### src/rtl/mmcal_pkg.sv
// ----------------------------------------------------------------------------
// mmcal_pkg
// shared constants and request codes for the magnetometer min/max calibration
// ----------------------------------------------------------------------------
package mmcal_pkg;

    // request codes carried in req_type
    localparam logic [1:0] REQ_RESTART  = 2'd0;
    localparam logic [1:0] REQ_COLLECT  = 2'd1;
    localparam logic [1:0] REQ_FINALIZE = 2'd2;
    localparam logic [1:0] REQ_CORRECT  = 2'd3;

    localparam int REQ_W   = 2;
    localparam int AXES    = 3;
    localparam int AX_W    = 2;
    localparam int SCALE_W = 32;
    localparam int OUT_W   = 24;
    localparam int COL_W   = 16;

    localparam int OUT_MAX = 8388607;
    localparam int OUT_MIN = -8388608;
    localparam int COL_MAX = 65535;

endpackage

### src/rtl/mmcal_if.sv
// ----------------------------------------------------------------------------
// mmcal_if
// request and result channels of the magnetometer min/max calibration
// ----------------------------------------------------------------------------
interface mmcal_req_if #(
    parameter int SAMPLE_BITS = 16
);
    import mmcal_pkg::*;

    logic                          valid;
    logic                          ready;
    logic [REQ_W-1:0]              req_type;
    logic signed [SAMPLE_BITS-1:0] sample_x;
    logic signed [SAMPLE_BITS-1:0] sample_y;
    logic signed [SAMPLE_BITS-1:0] sample_z;

    modport source (
        output valid, req_type, sample_x, sample_y, sample_z,
        input  ready
    );

    modport sink (
        input  valid, req_type, sample_x, sample_y, sample_z,
        output ready
    );
endinterface

interface mmcal_res_if;
    import mmcal_pkg::*;

    logic                    valid;
    logic                    ready;
    logic signed [OUT_W-1:0] out_x;
    logic signed [OUT_W-1:0] out_y;
    logic signed [OUT_W-1:0] out_z;
    logic                    calibrated;
    logic [COL_W-1:0]        collected;
    logic                    no_samples;

    modport source (
        output valid, out_x, out_y, out_z, calibrated, collected, no_samples,
        input  ready
    );

    modport sink (
        input  valid, out_x, out_y, out_z, calibrated, collected, no_samples,
        output ready
    );
endinterface

### src/rtl/magnetometer_minmax_calibration.sv
// ----------------------------------------------------------------------------
// magnetometer_minmax_calibration
// hard/soft iron min/max calibration with one shared divider and one shared correction multiplier
// ----------------------------------------------------------------------------
// The block takes one request at a time and answers each with exactly one
// result transfer. Collect and restart update the state, then load the result
// register once it is free. Correct runs the three axes through one multiplier,
// each axis passing a multiply state and then a saturate state. Finalize uses
// the shared restoring divider, which retires one quotient bit per cycle over
// DW = SAMPLE_BITS + SCALE_FRAC_BITS + 1 bits. The mean span (sum + 1) / 3
// comes from a reciprocal multiply, then each axis with a nonzero span takes
// one division; a flat axis keeps unit gain without one.
// A finalize with no collected samples answers at once with no_samples set.
// The request side is ready whenever the sequencer is idle; a finished result
// sits in the output register while the next request is already taken.
module magnetometer_minmax_calibration #(
    parameter int SAMPLE_BITS     = 16,
    parameter int SCALE_FRAC_BITS = 16,
    parameter int COUNT_BITS      = 16
) (
    input logic         clk,
    input logic         rst_n,
    mmcal_req_if.sink   req,
    mmcal_res_if.source res
);
    import mmcal_pkg::*;

    localparam int SW = SAMPLE_BITS;
    localparam int DW = SAMPLE_BITS + SCALE_FRAC_BITS + 1;  // divider width
    localparam int CW = $clog2(DW + 1);                      // divider step counter width
    localparam int PW = SAMPLE_BITS + SCALE_W + 2;           // product width

    localparam logic signed [SW-1:0] SMP_MAX   = {1'b0, {(SW-1){1'b1}}};
    localparam logic signed [SW-1:0] SMP_MIN   = {1'b1, {(SW-1){1'b0}}};
    localparam logic [SCALE_W-1:0]   SCALE_ONE = SCALE_W'(64'd1 << SCALE_FRAC_BITS);
    localparam logic [COUNT_BITS-1:0] CNT_MAX  = {COUNT_BITS{1'b1}};
    localparam logic [DW-1:0]        QUO_MAX   = DW'(64'hFFFF_FFFF);
    localparam logic signed [PW-1:0] OUT_HI    = PW'(OUT_MAX);
    localparam logic signed [PW-1:0] OUT_LO    = PW'(OUT_MIN);
    localparam logic [AX_W-1:0]      AX_LAST   = AX_W'(AXES - 1);
    // reciprocal of three, exact over the whole span sum range
    localparam logic [SW+1:0]        MEAN_MUL  =
        (SW+2)'(((64'd1 << (SW + 3)) + 64'd2) / 64'd3);

    typedef enum logic [2:0] {
        ST_IDLE,
        ST_MEAN,
        ST_DIV,
        ST_DIV_END,
        ST_AXIS,
        ST_MUL,
        ST_SAT,
        ST_RESP
    } state_t;

    // max - min, never negative once a sample has been collected
    function automatic logic [SW-1:0] span_of(input logic signed [SW-1:0] hi,
                                               input logic signed [SW-1:0] lo);
        logic signed [SW:0] d;
        d = {hi[SW-1], hi} - {lo[SW-1], lo};
        return d[SW-1:0];
    endfunction

    // floor((max + min) / 2)
    function automatic logic signed [SW-1:0] mid_of(input logic signed [SW-1:0] hi,
                                                    input logic signed [SW-1:0] lo);
        logic signed [SW:0] s;
        s = {hi[SW-1], hi} + {lo[SW-1], lo};
        return s[SW:1];
    endfunction

    state_t state_reg, state_next;

    // calibration state
    logic signed [SW-1:0]      min_reg [AXES];
    logic signed [SW-1:0]      min_next [AXES];
    logic signed [SW-1:0]      max_reg [AXES];
    logic signed [SW-1:0]      max_next [AXES];
    logic signed [SW-1:0]      off_reg [AXES];
    logic signed [SW-1:0]      off_next [AXES];
    logic [SCALE_W-1:0]        scale_reg [AXES];
    logic [SCALE_W-1:0]        scale_next [AXES];
    logic [COUNT_BITS-1:0]     total_reg, total_next;
    logic                      done_reg, done_next;

    // per-request working registers
    logic signed [SW-1:0]      smp_reg [AXES];
    logic signed [SW-1:0]      smp_next [AXES];
    logic signed [OUT_W-1:0]   acc_reg [AXES];
    logic signed [OUT_W-1:0]   acc_next [AXES];
    logic                      nos_reg, nos_next;
    logic [AX_W-1:0]           ax_reg, ax_next;
    logic [SW-1:0]             mean_reg, mean_next;
    logic signed [PW-1:0]      prod_reg, prod_next;

    // shared divider
    logic [SW-1:0]             rem_reg, rem_next;
    logic [DW-1:0]             qr_reg, qr_next;
    logic [SW-1:0]             dsr_reg, dsr_next;
    logic [CW-1:0]             cnt_reg, cnt_next;

    // result register
    logic                      ovalid_reg, ovalid_next;
    logic signed [OUT_W-1:0]   ox_reg, ox_next;
    logic signed [OUT_W-1:0]   oy_reg, oy_next;
    logic signed [OUT_W-1:0]   oz_reg, oz_next;
    logic                      ocal_reg, ocal_next;
    logic [COL_W-1:0]          ocol_reg, ocol_next;
    logic                      onos_reg, onos_next;

    // datapath helpers
    logic [SW:0]               div_trial;
    logic                      div_ge;
    logic [SW:0]               div_diff;
    logic [SW-1:0]             span_sel;
    logic [SW+1:0]             span_sum;
    logic [2*SW+3:0]           mean_prod;
    logic signed [SW:0]        mul_diff;
    logic signed [SCALE_W:0]   mul_scale;
    logic signed [PW-1:0]      sat_q;
    logic signed [OUT_W-1:0]   sat_out;
    logic [SCALE_W-1:0]        quo_sat;
    logic signed [SW-1:0]      in_smp [AXES];

    assign in_smp[0] = SW'(req.sample_x);
    assign in_smp[1] = SW'(req.sample_y);
    assign in_smp[2] = SW'(req.sample_z);

    // one restoring step: shift in the next dividend bit, subtract if it fits
    assign div_trial = {rem_reg, qr_reg[DW-1]};
    assign div_ge    = div_trial >= {1'b0, dsr_reg};
    assign div_diff  = div_trial - {1'b0, dsr_reg};

    assign quo_sat = (qr_reg > QUO_MAX) ? {SCALE_W{1'b1}} : SCALE_W'(qr_reg);

    assign span_sel = span_of(max_reg[ax_reg], min_reg[ax_reg]);
    assign span_sum = (SW+2)'(span_of(max_reg[0], min_reg[0]))
                    + (SW+2)'(span_of(max_reg[1], min_reg[1]))
                    + (SW+2)'(span_of(max_reg[2], min_reg[2]))
                    + (SW+2)'(1);

    // mean span: registered (sum + 1) times the reciprocal of three
    assign mean_prod = (2*SW+4)'(qr_reg[SW+1:0]) * (2*SW+4)'(MEAN_MUL);

    // correction: one axis through the multiplier per pass
    assign mul_diff  = {smp_reg[ax_reg][SW-1], smp_reg[ax_reg]}
                     - {off_reg[ax_reg][SW-1], off_reg[ax_reg]};
    assign mul_scale = $signed({1'b0, scale_reg[ax_reg]});

    // arithmetic shift floors toward minus infinity, then clamp to 24 bits
    assign sat_q = prod_reg >>> SCALE_FRAC_BITS;

    always_comb
    begin
        priority if (sat_q > OUT_HI)
        begin
            sat_out = OUT_HI[OUT_W-1:0];
        end
        else if (sat_q < OUT_LO)
        begin
            sat_out = OUT_LO[OUT_W-1:0];
        end
        else
        begin
            sat_out = sat_q[OUT_W-1:0];
        end
    end

    assign req.ready      = (state_reg == ST_IDLE);
    assign res.valid      = ovalid_reg;
    assign res.out_x      = ox_reg;
    assign res.out_y      = oy_reg;
    assign res.out_z      = oz_reg;
    assign res.calibrated = ocal_reg;
    assign res.collected  = ocol_reg;
    assign res.no_samples = onos_reg;

    always_comb
    begin
        state_next      = state_reg;
        min_next        = min_reg;
        max_next        = max_reg;
        off_next        = off_reg;
        scale_next      = scale_reg;
        total_next      = total_reg;
        done_next       = done_reg;
        smp_next        = smp_reg;
        acc_next        = acc_reg;
        nos_next        = nos_reg;
        ax_next         = ax_reg;
        mean_next       = mean_reg;
        prod_next       = prod_reg;
        rem_next        = rem_reg;
        qr_next         = qr_reg;
        dsr_next        = dsr_reg;
        cnt_next        = cnt_reg;
        ovalid_next     = ovalid_reg;
        ox_next         = ox_reg;
        oy_next         = oy_reg;
        oz_next         = oz_reg;
        ocal_next       = ocal_reg;
        ocol_next       = ocol_reg;
        onos_next       = onos_reg;

        // result transfer frees the output register
        if (ovalid_reg && res.ready)
        begin
            ovalid_next = 1'b0;
        end

        unique case (state_reg)
            ST_IDLE:
            begin
                if (req.valid)
                begin
                    smp_next = in_smp;
                    nos_next = 1'b0;
                    ax_next  = '0;
                    for (int i = 0; i < AXES; i++)
                    begin
                        acc_next[i] = '0;
                    end
                    unique case (req.req_type)
                        REQ_RESTART:
                        begin
                            for (int i = 0; i < AXES; i++)
                            begin
                                min_next[i]   = SMP_MAX;
                                max_next[i]   = SMP_MIN;
                                off_next[i]   = '0;
                                scale_next[i] = SCALE_ONE;
                            end
                            total_next = '0;
                            done_next  = 1'b0;
                            state_next = ST_RESP;
                        end
                        REQ_COLLECT:
                        begin
                            for (int i = 0; i < AXES; i++)
                            begin
                                if (in_smp[i] < min_reg[i])
                                begin
                                    min_next[i] = in_smp[i];
                                end
                                if (in_smp[i] > max_reg[i])
                                begin
                                    max_next[i] = in_smp[i];
                                end
                            end
                            if (total_reg != CNT_MAX)
                            begin
                                total_next = total_reg + COUNT_BITS'(1);
                            end
                            state_next = ST_RESP;
                        end
                        REQ_FINALIZE:
                        begin
                            if (total_reg == '0)
                            begin
                                nos_next   = 1'b1;
                                state_next = ST_RESP;
                            end
                            else
                            begin
                                for (int i = 0; i < AXES; i++)
                                begin
                                    off_next[i] = mid_of(max_reg[i], min_reg[i]);
                                end
                                // hold sum + 1 for the mean span step
                                qr_next    = DW'(span_sum);
                                state_next = ST_MEAN;
                            end
                        end
                        REQ_CORRECT:
                        begin
                            state_next = ST_MUL;
                        end
                    endcase
                end
            end

            ST_MEAN:
            begin
                mean_next  = mean_prod[2*SW+2:SW+3];
                state_next = ST_AXIS;
            end

            ST_DIV:
            begin
                rem_next = div_ge ? div_diff[SW-1:0] : div_trial[SW-1:0];
                qr_next  = {qr_reg[DW-2:0], div_ge};
                cnt_next = cnt_reg - CW'(1);
                if (cnt_reg == CW'(1))
                begin
                    state_next = ST_DIV_END;
                end
            end

            ST_DIV_END:
            begin
                scale_next[ax_reg] = quo_sat;
                if (ax_reg == AX_LAST)
                begin
                    done_next  = 1'b1;
                    state_next = ST_RESP;
                end
                else
                begin
                    ax_next    = ax_reg + AX_W'(1);
                    state_next = ST_AXIS;
                end
            end

            ST_AXIS:
            begin
                if (span_sel == '0)
                begin
                    // flat axis keeps unit gain
                    scale_next[ax_reg] = SCALE_ONE;
                    if (ax_reg == AX_LAST)
                    begin
                        done_next  = 1'b1;
                        state_next = ST_RESP;
                    end
                    else
                    begin
                        ax_next = ax_reg + AX_W'(1);
                    end
                end
                else
                begin
                    // (mean << frac + span / 2) / span rounds to nearest
                    qr_next    = DW'({mean_reg, {SCALE_FRAC_BITS{1'b0}}})
                               + DW'(span_sel >> 1);
                    rem_next   = '0;
                    dsr_next   = span_sel;
                    cnt_next   = CW'(DW);
                    state_next = ST_DIV;
                end
            end

            ST_MUL:
            begin
                prod_next  = PW'(mul_diff) * PW'(mul_scale);
                state_next = ST_SAT;
            end

            ST_SAT:
            begin
                acc_next[ax_reg] = sat_out;
                if (ax_reg == AX_LAST)
                begin
                    state_next = ST_RESP;
                end
                else
                begin
                    ax_next    = ax_reg + AX_W'(1);
                    state_next = ST_MUL;
                end
            end

            ST_RESP:
            begin
                if (!ovalid_reg || res.ready)
                begin
                    ovalid_next = 1'b1;
                    ox_next     = acc_reg[0];
                    oy_next     = acc_reg[1];
                    oz_next     = acc_reg[2];
                    ocal_next   = done_reg;
                    ocol_next   = (32'(total_reg) > 32'(COL_MAX)) ? {COL_W{1'b1}}
                                                                 : COL_W'(total_reg);
                    onos_next   = nos_reg;
                    state_next  = ST_IDLE;
                end
            end

            default:
            begin
                state_next = ST_IDLE;
            end
        endcase
    end

    always_ff @(posedge clk or negedge rst_n)
    begin
        if (!rst_n)
        begin
            state_reg      <= ST_IDLE;
            for (int i = 0; i < AXES; i++)
            begin
                min_reg[i]   <= SMP_MAX;
                max_reg[i]   <= SMP_MIN;
                off_reg[i]   <= '0;
                scale_reg[i] <= SCALE_ONE;
            end
            total_reg      <= '0;
            done_reg       <= 1'b0;
            nos_reg        <= 1'b0;
            ax_reg         <= '0;
            cnt_reg        <= '0;
            ovalid_reg     <= 1'b0;
        end
        else
        begin
            state_reg      <= state_next;
            min_reg        <= min_next;
            max_reg        <= max_next;
            off_reg        <= off_next;
            scale_reg      <= scale_next;
            total_reg      <= total_next;
            done_reg       <= done_next;
            nos_reg        <= nos_next;
            ax_reg         <= ax_next;
            cnt_reg        <= cnt_next;
            ovalid_reg     <= ovalid_next;
        end
    end

    // datapath payload, no reset needed
    always_ff @(posedge clk)
    begin
        smp_reg  <= smp_next;
        acc_reg  <= acc_next;
        mean_reg <= mean_next;
        prod_reg <= prod_next;
        rem_reg  <= rem_next;
        qr_reg   <= qr_next;
        dsr_reg  <= dsr_next;
        ox_reg   <= ox_next;
        oy_reg   <= oy_next;
        oz_reg   <= oz_next;
        ocal_reg <= ocal_next;
        ocol_reg <= ocol_next;
        onos_reg <= onos_next;
    end

endmodule

### src/flat_wrapper.sv
// flat-port wrapper written by rule: the top's interface ports become plain ports
module magnetometer_minmax_calibration_flat import mmcal_pkg::*;
#(
    parameter int SAMPLE_BITS     = 16,
    parameter int SCALE_FRAC_BITS = 16,
    parameter int COUNT_BITS      = 16
)
  (clk, rst_n, req_valid, req_req_type, req_sample_x, req_sample_y, req_sample_z, req_ready, res_valid, res_out_x, res_out_y, res_out_z, res_calibrated, res_collected, res_no_samples, res_ready);
  mmcal_req_if #(.SAMPLE_BITS(SAMPLE_BITS)) req_i ();
  mmcal_res_if res_i ();
  input logic clk;
  input logic rst_n;
  input wire logic [$bits(req_i.valid)-1:0] req_valid;
  input wire logic [$bits(req_i.req_type)-1:0] req_req_type;
  input wire logic [$bits(req_i.sample_x)-1:0] req_sample_x;
  input wire logic [$bits(req_i.sample_y)-1:0] req_sample_y;
  input wire logic [$bits(req_i.sample_z)-1:0] req_sample_z;
  output wire logic [$bits(req_i.ready)-1:0] req_ready;
  output wire logic [$bits(res_i.valid)-1:0] res_valid;
  output wire logic [$bits(res_i.out_x)-1:0] res_out_x;
  output wire logic [$bits(res_i.out_y)-1:0] res_out_y;
  output wire logic [$bits(res_i.out_z)-1:0] res_out_z;
  output wire logic [$bits(res_i.calibrated)-1:0] res_calibrated;
  output wire logic [$bits(res_i.collected)-1:0] res_collected;
  output wire logic [$bits(res_i.no_samples)-1:0] res_no_samples;
  input wire logic [$bits(res_i.ready)-1:0] res_ready;
  assign req_i.valid = req_valid;
  assign req_i.req_type = req_req_type;
  assign req_i.sample_x = req_sample_x;
  assign req_i.sample_y = req_sample_y;
  assign req_i.sample_z = req_sample_z;
  assign req_ready = req_i.ready;
  assign res_valid = res_i.valid;
  assign res_out_x = res_i.out_x;
  assign res_out_y = res_i.out_y;
  assign res_out_z = res_i.out_z;
  assign res_calibrated = res_i.calibrated;
  assign res_collected = res_i.collected;
  assign res_no_samples = res_i.no_samples;
  assign res_i.ready = res_ready;
  magnetometer_minmax_calibration #(.SAMPLE_BITS(SAMPLE_BITS), .SCALE_FRAC_BITS(SCALE_FRAC_BITS), .COUNT_BITS(COUNT_BITS)) u_core (.clk(clk), .rst_n(rst_n), .req(req_i), .res(res_i));
endmodule
### config.mk
export PLATFORM = sky130hd
export DESIGN_NAME = magnetometer_minmax_calibration_flat
export DESIGN_NICKNAME = d
export VERILOG_FILES = /design/src/rtl/mmcal_pkg.sv /design/src/rtl/mmcal_if.sv /design/src/rtl/magnetometer_minmax_calibration.sv /design/src/flat_wrapper.sv
export SDC_FILE = /design/constraint.sdc
export NUM_CORES = 2
export LEC_CHECK = 0
export BUFFER_PORTS_ARGS = -buffer_cell sky130_fd_sc_hd__buf_2
export CAP_MARGIN = 0
export CORE_ASPECT_RATIO = 1.5
export CORE_MARGIN = 5
export CORE_UTILIZATION = 60
export DETAILED_ROUTE_END_ITERATION = 8
export PLACE_DENSITY_LB_ADDON = 0.2
export SLEW_MARGIN = 20
export SYNTH_ARGS = -nofsm -noshare
export SYNTH_HDL_FRONTEND = slang
export SYNTH_SLANG_ARGS = --single-unit
### constraint.sdc
create_clock -name clk -period 30 [get_ports clk]
set_input_delay 1.5 -clock clk [delete_from_list [all_inputs] [get_ports clk]]
set_output_delay 1.5 -clock clk [all_outputs]
set_load 0.01 [all_outputs]
==> results.md <==
- Status: complete, no violations
- Clock latency on the worst-skew pair: 0.66 ns
- Die area: 0.102 mm²
- CP max stage cell: a211oi_4
- Hold Path Class: flip-flop to flip-flop
- Post-Synthesis Cells: 5933
- Post-synth top area cell: fa_1
- Critical Path AT: 12.42 ns
- Total track usage: 0.324
- Die height: 389 µm
- Crit path launch type: flip-flop
- MaxCap Viol Count: 0
- Count leader, synth: inv_1
- HP Start: u_core.acc_reg[5]
- Post-CTS Resized: 0
- Critical path capture point type: flip-flop
- Pin count of the biggest net entering global routing: 98
- RSZ-0062 raised after global routing: false
- Input/output buffers: 145
- Synth top cells by count: 962 x inv_1, 576 x ha_1, 569 x fa_1, 551 x nand2_1, 448 x nor2_1
- Post-Syn Area: 0.0575 mm²
- Final Hold Fails: 0
- Die X: 263 µm
- Syn avg cell area: 9.69 µm²
- WL met2: 82200 µm
- Layout area overhead: 7.10%
- Fmax: 0.0830 GHz
- Fin crit period: 12.04 ns
- CP peak stage delay: 0.90 ns
- Global-route wire length before repair: 261000 µm
- Clock skew: 0.0266 ns
- DP Wirelength: 130000 µm
- Yosys Warn Count: 0
- Crit path launch: u_core.ax_reg[1]
- Register area share after synthesis: 0.288
- Worst-path clk slew: 0.06 ns
- Routed Antenna Nets: 0
- Max-slew violations: 0
- Yosys top cell area share: 0.198
- Crit path top cell by count: fa_1
- FF-to-FF Start: u_core.ax_reg[1]
- Synth Flop Type: edfxtp_1
- Num rows: 139
- Io pins: 146
- WL per Instance: 22.9 µm
- # nets final: 7146
- Vias in the first global route: 46700
- CP required: 30.38 ns
- Top Metal Used: met4
- Initial DRC Count: 3747
- CTS tree: yes
- Initial antenna violation count: 7
- Vias: 44400
- Met3 WL post-DR: 10400 µm
- CTS hold repair buffers: 0
- Initial cell density of the core: 0.602
- Post-synthesis cell type count: 87
- Post-synth ARST share: 0.454
- WL final: 166000 µm
- Final Setup Violations: 0
- Worst Tran Pin Value: 1.19 ns
- Clock Root Buffer: clkbuf_16
- Setup Buffers After CTS: 0
- TNS Setup: 0 ns
- Setup CP Type: flip-flop to flip-flop
- H-tree levels: 2
- Share of layout cells above drive strength 1: 0.0738
- # DRC: 0
- FF+latch count, synth: 595
- Remaining Overflow, GRT: 0
- CTS sink count: 595
- Period utilisation layout: 0.401
- Crit path max fanout: 75
- CTS buffer count: 57
- Main area contributors after synthesis: fa_1 20%, edfxtp_1 17%, ha_1 13%, dfrtp_1 9.5%, inv_1 6.3%
- First-pass DRT Iterations: 6
- Clock Tree Buf Depth: 3
- Max FFs per register: 96
- GPL Wtd Cong: 0.972
- Wl on met1: 58900 µm
- Post-synth EDFFs: 325
- Syn nets: 7132
- Post-DR vias/cell: 6.11
- Area of the core: 0.0955 mm²
- Max-slew headroom: 0.207
through the flow:
step | hold WS (ns) | instance area (µm²) | setup slack (ns) | instances | util
6_report | 0.450 | 61600 | 17.96 | 7268 | 0.645
4_1_cts | 0.450 | 61500 | 17.73 | 7260 | 0.644
3_5_place_dp | 0.435 | 59600 | 17.81 | 7156 | 0.624
5_1_grt | 0.460 | 61500 | 17.50 | 7261 | 0.644
2_1_floorplan | 0.421 | 57500 | 19.60 | 5933 | -
3_3_place_gp | 0.434 | 59600 | 17.96 | 7156 | 0.624
per-layer routing:
layer | track usage | vias to the layer above
met5 | 0 | -
met3 | 0.0428 | 615
met2 | 0.567 | 1786
met4 | 0.222 | 0
li1 | - | 20000
met1 | 0.369 | 22000
layout by cell type, fill, tap and decap left out, drive strengths merged, types with 17 or more instances in the layout:
cell type and count:
a31oi 37, and2 64, nand2 551, clkbuf 71, ha 576, clkinv 20
xor2 63, edfxtp 325, o2bb2ai 94, o21a 30, o21bai 25, a21oi 234
o32a 31, o31ai 46, nand3 76, nand4 42, a21o 89, or2 17
buf 217, dfrtp 219, and3 29, inv 968, o211ai 35, nand2b 37
or3 30, a32o 18, nor3 97, mux2i 128, a211oi 96, dfstp 51
xnor2 127, nor2b 68, nor2 449, nor4 24, fa 569, o21ai 189
a22o 36
cell families after synthesis:
group,share of synthesized area
flip-flops,0.288
adder cells (fa/ha/maj),0.324
multiplexers,0.0225
AND/OR/NAND/NOR,0.121
buffers and inverters,0.0802
AO/OA/AOI/OAI,0.135
XOR/XNOR,0.0290
path summary, 6_finish.rpt:
check                           slack, ns  cells after the start              endpoint
worst min-delay path                 0.45                      0   u_core.res.out_z[5]
worst max-delay path                17.96                     31   u_core.prod_reg[47]
worst min register to register       0.45                      0   u_core.res.out_z[5]
worst max register to register      17.96                     31   u_core.prod_reg[47]
max in group asynchronous           26.39                      4  u_core.scale_reg[62]
min in group asynchronous            0.81                      1     u_core.max_reg[0]
worst max-delay path, delay by kind of cell (launching register included):
kind / cells / cell delay [ns]
AND/OR/NAND/NOR: 6 / 2.06
flip-flops: 1 / 0.71
buffers and inverters: 5 / 1.23
adder cells (fa/ha/maj): 8 / 3.58
AO/OA/AOI/OAI: 12 / 4.11
final cells by class:
cell class	count	area, µm²
inverters	964	3620
clock inverters	33	325
clock buffers	71	1530
multi-input cells	4112	36600
repair buffers	217	1300
fillers	7786	33900
well taps	1269	1590
flip-flops and latches	595	16600
diodes	7	17.5
Power is not shown: default switching activity piles up to over one toggle a cycle in this logic, so the estimate is an artifact.
